===== src/sv/smf_pkg.sv =====
// ----------------------------------------------------------------------------
// smf_pkg
// Shared types and constants of the sliding median filter: payload structs,
// the slot held by one rank cell and the control group driving the cell ring.
// ----------------------------------------------------------------------------
package smf_pkg;

    localparam int SAMPLE_W     = 16;
    localparam int HALF_W       = 3;
    localparam int DEF_MAX_HALF = 4;

    localparam logic [HALF_W-1:0] HALF_RESET = 3'd2;

    typedef logic signed [SAMPLE_W-1:0] sample_t;

    typedef struct packed {
        sample_t sample;
        logic    block_end;
    } smf_in_t;

    typedef struct packed {
        sample_t filtered;
        logic    final_res;
    } smf_out_t;

    // one window entry as it travels round the rank ring
    typedef struct packed {
        sample_t value;
        logic    active;
    } smf_slot_t;

    typedef struct packed {
        logic load;
        logic rotate;
    } smf_ring_ctl_t;

endpackage


===== src/sv/smf_tap_cell.sv =====
// ----------------------------------------------------------------------------
// smf_tap_cell
// One stage of the sample delay line; takes its neighbour's sample on every
// input transfer, so stage j holds the sample j steps older than the newest.
// ----------------------------------------------------------------------------
module smf_tap_cell
    import smf_pkg::*;
(
    input  logic    clk,
    input  logic    shift,
    input  sample_t shift_in,
    output sample_t tap
);

    sample_t tap_reg;

    always_ff @(posedge clk)
    begin
        if (shift)
        begin
            tap_reg <= shift_in;
        end
    end

    assign tap = tap_reg;

endmodule


===== src/sv/smf_rank_cell.sv =====
// ----------------------------------------------------------------------------
// smf_rank_cell
// One cell of the rank ring. Loads a window entry, hands it to its neighbour
// while the ring rotates, and compares it with the candidate in cell zero.
// ----------------------------------------------------------------------------
module smf_rank_cell
    import smf_pkg::*;
(
    input  logic          clk,
    input  logic          rst_n,
    input  smf_ring_ctl_t ctl,
    input  smf_slot_t     load_slot,
    input  smf_slot_t     from_next,
    input  sample_t       cand,
    output smf_slot_t     slot,
    output logic          below,
    output logic          not_above
);

    smf_slot_t slot_reg;
    smf_slot_t slot_next;

    always_comb
    begin
        slot_next = slot_reg;
        if (ctl.load)
        begin
            slot_next = load_slot;
        end
        else if (ctl.rotate)
        begin
            slot_next = from_next;
        end
    end

    always_ff @(posedge clk or negedge rst_n)
    begin
        if (!rst_n)
        begin
            slot_reg <= '0;
        end
        else
        begin
            slot_reg <= slot_next;
        end
    end

    assign slot      = slot_reg;
    assign below     = slot_reg.active && (slot_reg.value < cand);
    assign not_above = slot_reg.active && (slot_reg.value <= cand);

endmodule


===== src/sv/sliding_median_filter.sv =====
// ----------------------------------------------------------------------------
// sliding_median_filter
// Running median over blocks of signed samples, window of 2k+1 samples.
// ----------------------------------------------------------------------------
// Samples of a block enter one per transfer, the last one marked by block_end.
// Each result is the median of the 2k+1 samples centred on one block position;
// window places outside the block take the centre sample. Results lag the
// input by k samples and the block_end sample flushes up to k+1 results, the
// last one marked by final_res. A new sample is taken only while the block is
// idle. Each result is loaded into the rank ring, searched for by rotating the
// ring and then moved into the output register, waiting while the output
// register is stalled. The rank search rotates the window at most once round
// a ring of 2*MAX_HALF+1 cells and stops when at most k entries lie below the
// entry in cell zero and more than k lie at or below it. half_width is clamped
// to 1..MAX_HALF and must be written only while the block is idle.
// ----------------------------------------------------------------------------
module sliding_median_filter
    import smf_pkg::*;
#(
    parameter int MAX_HALF = DEF_MAX_HALF
)
(
    input  logic              clk,
    input  logic              rst_n,
    input  logic              in_valid,
    output logic              in_ready,
    input  smf_in_t           in_data,
    output logic              out_valid,
    input  logic              out_ready,
    output smf_out_t          out_data,
    input  logic              cfg_wr_en,
    input  logic [HALF_W-1:0] cfg_wr_data
);

    localparam int DEPTH = 2 * MAX_HALF + 1;
    localparam int CNT_W = $clog2(DEPTH + 1);
    localparam int IDX_W = $clog2(DEPTH);
    localparam int K_W   = $clog2(MAX_HALF + 1);
    localparam int CMP_W = (K_W > HALF_W) ? K_W : HALF_W;

    localparam logic [1:0] ST_IDLE = 2'd0;
    localparam logic [1:0] ST_LOAD = 2'd1;
    localparam logic [1:0] ST_RANK = 2'd2;
    localparam logic [1:0] ST_PUSH = 2'd3;

    logic [1:0]        state_reg, state_next;
    logic [HALF_W-1:0] half_width_reg, half_width_next;
    logic [CNT_W-1:0]  seen_reg, seen_next;
    logic [K_W-1:0]    k_reg, k_next;
    logic [K_W-1:0]    c_reg, c_next;
    logic              last_reg, last_next;
    logic              out_valid_reg, out_valid_next;

    sample_t           centre_reg;
    logic [CNT_W-1:0]  copies_reg;
    sample_t           med_reg;
    smf_out_t          out_reg;

    sample_t           tap [DEPTH];
    smf_slot_t         load_slot [DEPTH];
    smf_slot_t         slot [DEPTH];
    logic [DEPTH-1:0]  load_act;
    logic [DEPTH-1:0]  below_vec;
    logic [DEPTH-1:0]  not_above_vec;
    smf_ring_ctl_t     ring_ctl;
    sample_t           cand;

    logic              in_xfer;
    logic              out_free;
    logic [CMP_W-1:0]  hw_ext;
    logic [K_W-1:0]    k_eff;
    logic [CNT_W-1:0]  seen_inc;
    logic [CNT_W-1:0]  seen_dec;
    logic [K_W-1:0]    top_c;
    logic              has_result;
    logic [CNT_W-1:0]  load_cnt;
    logic [CNT_W-1:0]  below_cnt;
    logic [CNT_W-1:0]  upto_cnt;
    logic              found;

    assign in_xfer  = in_valid && in_ready;
    assign in_ready = (state_reg == ST_IDLE);
    assign out_free = !out_valid_reg || out_ready;

    // clamp of the written half width
    always_comb
    begin
        hw_ext = CMP_W'(half_width_reg);
        if (hw_ext == '0)
        begin
            k_eff = K_W'(1);
        end
        else if (hw_ext > CMP_W'(MAX_HALF))
        begin
            k_eff = K_W'(MAX_HALF);
        end
        else
        begin
            k_eff = K_W'(hw_ext);
        end
    end

    assign seen_inc   = (seen_reg == CNT_W'(DEPTH)) ? seen_reg : CNT_W'(seen_reg + 1'b1);
    assign seen_dec   = CNT_W'(seen_inc - 1'b1);
    assign top_c      = (seen_dec < CNT_W'(k_eff)) ? K_W'(seen_dec) : k_eff;
    assign has_result = in_data.block_end || (seen_inc > CNT_W'(k_eff));

    // delay line of samples
    generate
        for (genvar j = 0; j < DEPTH; j++)
        begin : g_tap
            smf_tap_cell u_tap
            (
                .clk      (clk),
                .shift    (in_xfer),
                .shift_in ((j == 0) ? in_data.sample : tap[(j == 0) ? 0 : j - 1]),
                .tap      (tap[j])
            );
        end
    endgenerate

    assign ring_ctl.load   = (state_reg == ST_LOAD);
    assign ring_ctl.rotate = (state_reg == ST_RANK);
    assign cand            = slot[0].value;

    // ring of rank cells; cell j loads the sample of age j and passes left
    generate
        for (genvar j = 0; j < DEPTH; j++)
        begin : g_rank
            assign load_act[j] = (CNT_W'(j) < seen_reg)
                              && (CNT_W'(j) <= CNT_W'(CNT_W'(c_reg) + CNT_W'(k_reg)));
            assign load_slot[j].value  = tap[j];
            assign load_slot[j].active = load_act[j];

            smf_rank_cell u_rank
            (
                .clk       (clk),
                .rst_n     (rst_n),
                .ctl       (ring_ctl),
                .load_slot (load_slot[j]),
                .from_next (slot[(j + 1) % DEPTH]),
                .cand      (cand),
                .slot      (slot[j]),
                .below     (below_vec[j]),
                .not_above (not_above_vec[j])
            );
        end
    endgenerate

    // window places outside the block count as extra copies of the centre
    always_comb
    begin
        load_cnt  = '0;
        below_cnt = '0;
        upto_cnt  = '0;
        for (int j = 0; j < DEPTH; j++)
        begin
            load_cnt  = CNT_W'(load_cnt + CNT_W'(load_act[j]));
            below_cnt = CNT_W'(below_cnt + CNT_W'(below_vec[j]));
            upto_cnt  = CNT_W'(upto_cnt + CNT_W'(not_above_vec[j]));
        end
        if (centre_reg < cand)
        begin
            below_cnt = CNT_W'(below_cnt + copies_reg);
        end
        if (centre_reg <= cand)
        begin
            upto_cnt = CNT_W'(upto_cnt + copies_reg);
        end
    end

    assign found = slot[0].active
                && (below_cnt <= CNT_W'(k_reg))
                && (upto_cnt > CNT_W'(k_reg));

    always_comb
    begin
        state_next      = state_reg;
        half_width_next = half_width_reg;
        seen_next       = seen_reg;
        k_next          = k_reg;
        c_next          = c_reg;
        last_next       = last_reg;
        out_valid_next  = out_valid_reg;

        if (cfg_wr_en)
        begin
            half_width_next = cfg_wr_data;
        end

        if (out_valid_reg && out_ready)
        begin
            out_valid_next = 1'b0;
        end

        unique case (state_reg)
            ST_IDLE:
            begin
                if (in_xfer)
                begin
                    seen_next = seen_inc;
                    k_next    = k_eff;
                    last_next = in_data.block_end;
                    c_next    = in_data.block_end ? top_c : k_eff;
                    if (has_result)
                    begin
                        state_next = ST_LOAD;
                    end
                end
            end
            ST_LOAD:
            begin
                state_next = ST_RANK;
            end
            ST_RANK:
            begin
                if (found)
                begin
                    state_next = ST_PUSH;
                end
            end
            ST_PUSH:
            begin
                if (out_free)
                begin
                    out_valid_next = 1'b1;
                    if (last_reg && (c_reg != '0))
                    begin
                        c_next     = K_W'(c_reg - 1'b1);
                        state_next = ST_LOAD;
                    end
                    else
                    begin
                        state_next = ST_IDLE;
                        if (last_reg)
                        begin
                            seen_next = '0;
                        end
                    end
                end
            end
            default:
            begin
                state_next = ST_IDLE;
            end
        endcase
    end

    always_ff @(posedge clk or negedge rst_n)
    begin
        if (!rst_n)
        begin
            state_reg      <= ST_IDLE;
            half_width_reg <= HALF_RESET;
            seen_reg       <= '0;
            k_reg          <= '0;
            c_reg          <= '0;
            last_reg       <= 1'b0;
            out_valid_reg  <= 1'b0;
        end
        else
        begin
            state_reg      <= state_next;
            half_width_reg <= half_width_next;
            seen_reg       <= seen_next;
            k_reg          <= k_next;
            c_reg          <= c_next;
            last_reg       <= last_next;
            out_valid_reg  <= out_valid_next;
        end
    end

    always_ff @(posedge clk)
    begin
        if (state_reg == ST_LOAD)
        begin
            centre_reg <= tap[IDX_W'(c_reg)];
            copies_reg <= CNT_W'(CNT_W'({k_reg, 1'b1}) - load_cnt);
        end
        if ((state_reg == ST_RANK) && found)
        begin
            med_reg <= cand;
        end
        if ((state_reg == ST_PUSH) && out_free)
        begin
            out_reg.filtered  <= med_reg;
            out_reg.final_res <= last_reg && (c_reg == '0);
        end
    end

    assign out_valid = out_valid_reg;
    assign out_data  = out_reg;

endmodule


===== config.mk =====
export PLATFORM = sky130hd
export DESIGN_NAME = sliding_median_filter
export DESIGN_NICKNAME = d
export VERILOG_FILES = /design/src/sv/smf_pkg.sv /design/src/sv/smf_tap_cell.sv /design/src/sv/smf_rank_cell.sv /design/src/sv/sliding_median_filter.sv
export SDC_FILE = /design/constraint.sdc
export NUM_CORES = 1
export LEC_CHECK = 0
export BUFFER_PORTS_ARGS = -buffer_cell sky130_fd_sc_hd__buf_2
export CAP_MARGIN = 25
export CORE_ASPECT_RATIO = 1.4
export CORE_MARGIN = 3
export CORE_UTILIZATION = 55
export CTS_CLUSTER_SIZE = 30
export DETAILED_ROUTE_END_ITERATION = 8
export PLACE_DENSITY = 0.8
export SLEW_MARGIN = 5
export SYNTH_ARGS = -nofsm -noshare
export SYNTH_HDL_FRONTEND = slang
export SYNTH_HIERARCHICAL = 1
export SYNTH_SLANG_ARGS = --single-unit

===== constraint.sdc =====
create_clock -name clk -period 8.7 [get_ports clk]
set_input_delay 0.87 -clock clk [delete_from_list [all_inputs] [get_ports clk]]
set_output_delay 0.87 -clock clk [all_outputs]
set_load 0.05 [all_outputs]

==> summary.md, run 1 <==
| Metric | Value |
|---|---|
| CP max-delay cell | dfrtp_1 |
| First-pass GRT wire length | 82600 um |
| GRT overflow | 0 |
| Cell mode on critical path | fa_1 |
| Dpl cell area | 21400 um^2 |
| FILL cells | 2924 |
| Mapped Avg Cell Area | 11.2 um^2 |
| Critical path's largest stage delay | 0.68 ns |
| Antenna violations before repair | 0 |
| Synth Area in Simple Gates | 9.69% |
| Slew HR | 27.7% |
| Share of flip-flops with an asynchronous set or reset | 46.3% |
| TritonCTS clock tree | yes |
| Sequential Area | 10200 um^2 |
| CTS Sinks | 367 |
| Drt via density | 6.02 |
| Synth Area in Adders | 13.8% |
| GRT met2 Usage | 43.3% |
| Routability cong. | 0.953 |
| Crit path max fanout | 16 |
| Slew @ Worst Pin | 1.08 ns |
| Synth Flop Type | edfxtp_1 |
| Outcome | finished, final reports clean |
| XOR/XNOR Fraction of Synth Area | 0.674% |
| Post-route core utilization | 61.3% |
| Post-CTS Setup Repair Bufs | 0 |
| Vias in the first global route | 14600 |
| Design Area, Final | 22700 um^2 |
| Die Wd | 170 um |
| Total GRT Usage | 26.5% |
| Hold buffer count at CTS | 0 |
| Largest net degree at the start of global routing | 116 |
| Commonest non-fill, non-tap cell in the layout | nand2_1 |
| Skew final | 0.0133 ns |
| Final setup vio count | 0 |
| Max Clk Rate | 135 MHz |
| Mux share of post-synthesis cell area | 11.2% |
| Num CTS Buffers | 37 |
| Multi-input logic area | 9500 um^2 |
| Main combinational cell family by area after synthesis | adder cells |
| PortBufs | 43 |
| Register area share after synthesis | 48.9% |
| Critical path startpoint category | register |
| Crit end category | register |
| Non-filler cells, final | 2388 |
| CP bufs+invs | 3 |
| Largest register FFs | 153 |
| Arrival @ worst endpoint | 7.60 ns |
| Setup Total Neg Slack | 0 ns |
| Sequence of cells on the critical path | inv_1 -> ha_1 -> nand4_2 -> o21bai_1 -> a211oi_1 -> nand3_2 -> o21ai_1 -> inv_1 -> fa_1 -> fa_1 -> fa_1 -> fa_1 -> fa_1 -> inv_1 -> fa_1 -> nand2_1 -> o21ai_0 -> ha_1 -> nor2b_1 -> o21ai_0 -> a32oi_1 -> nor3b_1 -> and3_1 -> o221a_2 |
| Synth-to-Final Area Change | 8.96% |
| Clock Pin Slew Worst Setup and Hold Paths | 0.07 ns |
| Wirelength per Cell | 22.0 um |
| GR met1 Demand/Resource | 35.1% |
| Max Slew Vio Count | 0 |
| Unrepaired setup endpoints after global routing | no |
| Gr busiest metal | met2 |
| IO Pins | 44 |
| Cells after Synth | 1857 |
| GR Util met3 | 3.29% |
| Yosys warnings | 6 |
| Syn Nets | 2100 |
| Initial core utilization | 56.3% |
| Vias | 14400 |
| Post-synthesis register bit count | 367 |
| Compound-Gate Fraction of Synth Area | 10.2% |
| Final nets | 2135 |
| Dpl cells | 2319 |
| DRC viols | 0 |
| Drt total wl | 52500 um |
| Post-CTS resize count | 0 |
| Fin crit period | 7.43 ns |
| Worst skew pair latency | 0.54 ns |
| Crit share post-route | 85.4% |
| Starting DRT DRC Count | 1057 |
| Req. time, crit path | 8.87 ns |
| H-tree depth | 2 |
| Half-perimeter wire length after placement | 37300 um |
| Clock root cell | clkbuf_16 |
| Max_cap viols | 0 |
| HP Class | in -> async |
| Final ANT Viol Nets | 0 |
| Commonest non-fill, non-tap cells in the layout | nand2_1, inv_1, ha_1, edfxtp_1, o21ai_0 |
| Top delay family on crit path | adder cells |
| Final hold vios | 0 |
| Core ar. | 37000 um^2 |
| Post-synth EDFFs | 197 |
| Die Ht | 236 um |
| Cell area after synthesis | 20800 um^2 |
| Share of layout cells above drive strength 1 | 10.3% |
| Initial DRT Pass Iterations | 7 |
| Diode count | 0 |
| Buffer levels on the longest clock path | 3 |
| Die area | 40200 um^2 |
| Netlist cell types | 60 |
| Number of core rows | 83 |
| Setup CP Type | reg -> reg |
[per-stage QoR]
stage / hold WS [ns] / setup WS (ns)
3_5_place_dp: 0.436 / 1.52
5_1_grt: 0.272 / 0.964
4_1_cts: 0.263 / 1.36
2_1_floorplan: 0.400 / 2.37
3_3_place_gp: 0.432 / 1.66
6_report: 0.257 / 1.27
[kinds of logic after synthesis]
group,count (synthesis)
adders and majority gates,218
buffers and inverters,288
and+or+nand+nor,418
AOI/OAI and AO/OA,358
DFF,367
muxes,192
xor gates and xnor gates,16
[cell usage after synthesis (all sizes together), types with 2 or more instances]
library cell  instances  area [um^2]
o21ai               202         1010
clkbuf               39          146
edfxtp              197         5920
buf                  21          146
a31oi                 2         12.5
a21oi                58          290
nor3                 15         75.1
nor4                  9          113
fa                   19          380
mux2                  4         45.0
o211ai               11          128
and3                 12         75.1
o31ai                 2         15.0
nand2b               13         81.3
a221o                 2         20.0
nand3b                2         15.0
xor2                  5         43.8
o211a                10          100
o21bai               10         75.1
or2                   2         12.5
inv                 227          852
o22ai                 3         18.8
nand2               263          987
ha                  199         2490
nand3                15          120
mux2i               156         1560
nor2                 30          113
a211oi               19          148
and2                  3         21.3
dfrtp               169         4230
nand4                31          250
a31o                  3         26.3
nor2b                20          125
xnor2                11         96.3
a21o                 28          211
mux4                 32          721
[per-layer routing]
metal	up-vias	share of wire (%)
li1	6643	-
met1	7111	40
met2	492	48
met3	134	5.7
met4	0	5.6
met5	-	0
[path summary, 6_finish.rpt]
path,end,cells past startpoint,startpoint,slack (ns)
max in group asynchronous,state_reg[0]$_DFFE_PN0P_,3,rst_n,6.35
setup reg to reg,med_reg[0]$_DFFE_PP_,24,g_rank[0].u_rank/slot[16]$_DFFE_PN0P_,1.27
min in group clk,out_data[9]$_DFFE_PP_,0,med_reg[8]$_DFFE_PP_,0.45
hold reg to reg,out_data[9]$_DFFE_PP_,0,med_reg[8]$_DFFE_PP_,0.45
hold / removal,seen_reg[3]$_DFFE_PN0P_,1,rst_n,0.26
setup / recovery,med_reg[0]$_DFFE_PP_,24,g_rank[0].u_rank/slot[16]$_DFFE_PN0P_,1.27
[cell type report]
| cell class | count | share of cell area (%) |
|---|---|---|
| Sequential cell | 367 | 44.9 |
| Multi-Input combinational cell | 1202 | 41.9 |
| Clock buffer | 48 | 4.59 |
| Inverter | 228 | 3.80 |
| Tap cell | 467 | 2.58 |
| Timing Repair Buffer | 56 | 1.50 |
| Clock inverter | 20 | 0.707 |
Power of run 1 is not shown: default switching activity piles up to over one toggle a cycle in this logic, so the estimate is an artifact.
==> inputs of run 2 (changes only) <==
- CELL_PAD_IN_SITES_DETAIL_PLACEMENT: default -> 1
- CELL_PAD_IN_SITES_GLOBAL_PLACEMENT: default -> 2
- CORE_UTILIZATION: 55 -> 39
- PLACE_DENSITY: 0.8 -> 0.85
- clock period: 8.7 -> 6.4 ns (I/O delays scaled with it)
==> run 2 against run 1 <==
The flow now finishes with violations (setup timing). Core utilization down 14 points. Die area up 40%. Cell count up 16%. Worst hold slack worse by 0.22 ns. Register-to-register slack worse by 1.6 ns. Clock-buffer cell count up 12. Global-route usage down 5.5 points. Design area up 8.8%. Fmax up 9.7%. Largest cell class unchanged. Highest routed layer unchanged.
==> summary.md, run 2 (synthesized netlist as in run 1, its figures left out) <==
| Metric | Value |
|---|---|
| Req. time, crit path | 6.82 ns (-2.05 ns) |
| GRT overflow | 0 (unchanged) |
| Total GRT Usage | 21.0% (-5.5 points) |
| Critical path startpoint category | register |
| Failing checks | setup timing |
| Routability cong. | 0.893 (-6.3%) |
| Num CTS Buffers | 40 (+8.1%) |
| Commonest non-fill, non-tap cell in the layout | nand2_1 |
| Crit end category | register |
| Max Clk Rate | 148 MHz (+9.7%) |
| Final ANT Viol Nets | 0 (unchanged) |
| Setup Slack @ Placement | -0.690 ns (-2.21 ns) |
| Cell mode on critical path | fa_1 |
| Outcome | complete, but fails checks |
| Vias in the first global route | 16100 (+11%) |
| Final WS setup | -0.375 ns (-1.64 ns) |
| Number of core rows | 99 (+19%) |
| Arrival @ worst endpoint | 7.20 ns (-0.40 ns) |
| Half-perimeter wire length after placement | 42400 um (+14%) |
| Initial DRT Pass Iterations | 4 (-3) |
| Initial core utilization | 39.7% (-17 points) |
| Drt total wl | 59600 um (+14%) |
| Largest register FFs | 153 (unchanged) |
| Share of layout cells above drive strength 1 | 19.7% (+9.5 points) |
| HP Class | in -> async |
| Buffer levels on the longest clock path | 3 (unchanged) |
| Fin crit period | 6.78 ns (-0.658 ns) |
| Max_cap viols | 0 (unchanged) |
| DRC viols | 0 (unchanged) |
| Skew final | 0.0316 ns (+0.0183 ns) |
| PortBufs | 43 (unchanged) |
| Reg2Reg Depth | 26 (+8.3%) |
| Final nets | 2277 (+6.7%) |
| Final hold vios | 0 (unchanged) |
| Diode count | 0 (unchanged) |
| Slew HR | 24.5% (-3.2 points) |
| H-tree depth | 2 (unchanged) |
| Clock root cell | clkbuf_16 |
| Drt via density | 5.34 (-11%) |
| Crit path max fanout | 6 (-10) |
| Slew @ Worst Pin | 1.13 ns (+0.0481 ns) |
| Max Slew Vio Count | 0 (unchanged) |
| CTS Sinks | 367 (unchanged) |
| Starting DRT DRC Count | 807 (-24%) |
| Crit share post-route | 106% (+20 points) |
| Final setup vio count | 18 (+18) |
| Unrepaired setup endpoints after global routing | yes |
| TritonCTS clock tree | yes |
| Largest net degree at the start of global routing | 243 (+110%) |
| Worst skew pair latency | 0.55 ns (about the same) |
| Commonest non-fill, non-tap cells in the layout | nand2_1, inv_1, edfxtp_1 |
| Die Wd | 201 um (+18%) |
| Wirelength per Cell | 21.5 um (-2.2%) |
| Critical path's largest stage delay | 0.58 ns (-0.10 ns) |
| Synth-to-Final Area Change | 18.5% |
| Die area | 56200 um^2 (+40%) |
| First-pass GRT wire length | 93000 um (+13%) |
| Die Ht | 279 um (+18%) |
| FILL cells | 5626 (+92%) |
| CP max-delay cell | fa_2 |
| IO Pins | 44 (unchanged) |
| Vias | 14800 (+2.9%) |
| Clock Pin Slew Worst Setup and Hold Paths | 0.06 ns (about the same) |
| Setup CP Type | reg -> reg |
| Core ar. | 52400 um^2 (+42%) |
| Antenna violations before repair | 0 (unchanged) |
[run 2: layout make-up]
class | instances | area, um^2 | share of cell area (%)
clock inverters | 13 | 144 | 0.584
well taps | 707 | 885 | 3.59
multi-input cells | 1202 | 9930 | 40.3
inverters | 228 | 861 | 3.49
clock buffers | 60 | 1180 | 4.78
repair buffers | 195 | 1470 | 5.98
flip-flops and latches | 367 | 10200 | 41.3
[run 2: critical path: cells and delay by family, from the launching register on]
family                   cells  cell delay, ns
AND/OR/NAND/NOR              7            1.12
flip-flops                   1            0.42
adder cells (fa/ha/maj)      8            3.45
AO/OA/AOI/OAI                6            0.96
buffers and inverters        4            0.39
multiplexers                 1            0.30
[run 2: per-stage QoR]
stage / cells / utilization (%) / hold slack [ns] / TNS [ns] / cell area, um^2
after floorplan: 1857 / - / 0.344 / 0 / 20800
after detailed placement: 2680 / 43.3 / 0.411 / -9.46 / 22700
final: 2772 / 47.0 / 0.0344 / -5.01 / 24600
after global routing: 2772 / 47.0 / 0.0649 / -8.97 / 24600
after global placement: 2679 / 43.3 / 0.406 / -7.44 / 22700
after CTS: 2759 / 46.3 / 0.0463 / -4.47 / 24300
[run 2: path summary, 6_finish.rpt]
| path | slack, ns | start | to |
|---|---|---|---|
| worst max-delay path | -0.38 | g_rank[0].u_rank/slot[14]$_DFFE_PN0P_ | state_reg[1]$_DFFE_PN0P_ |
| worst min-delay path | 0.03 | rst_n | state_reg[0]$_DFFE_PN0P_ |
| worst max register to register | -0.38 | g_rank[0].u_rank/slot[14]$_DFFE_PN0P_ | state_reg[1]$_DFFE_PN0P_ |
| worst min register to register | 0.42 | med_reg[0]$_DFFE_PP_ | out_data[1]$_DFFE_PP_ |
| max in group asynchronous | 5.18 | rst_n | g_rank[0].u_rank/slot[10]$_DFFE_PN0P_ |
| min in group clk | 0.26 | in_data[14] | g_tap[0].u_tap/tap[13]$_DFFE_PP_ |
[run 2: what timing repair did]
item	4_1_cts	5_1_grt
setup buffers	6	10
endpoints found under the setup margin	18	18
hold buffers	0	0
cloned	0	1
gates resized for setup	50	36
pin swaps	22	21
[run 2: per-layer routing]
layer	global-route usage (%)	part of all wire, %
met1	26.4	42
met2	37.3	51
met3	2.57	3.1
met4	7.82	3.6
met5	0	0
Power of run 2 is left out for the same reason.
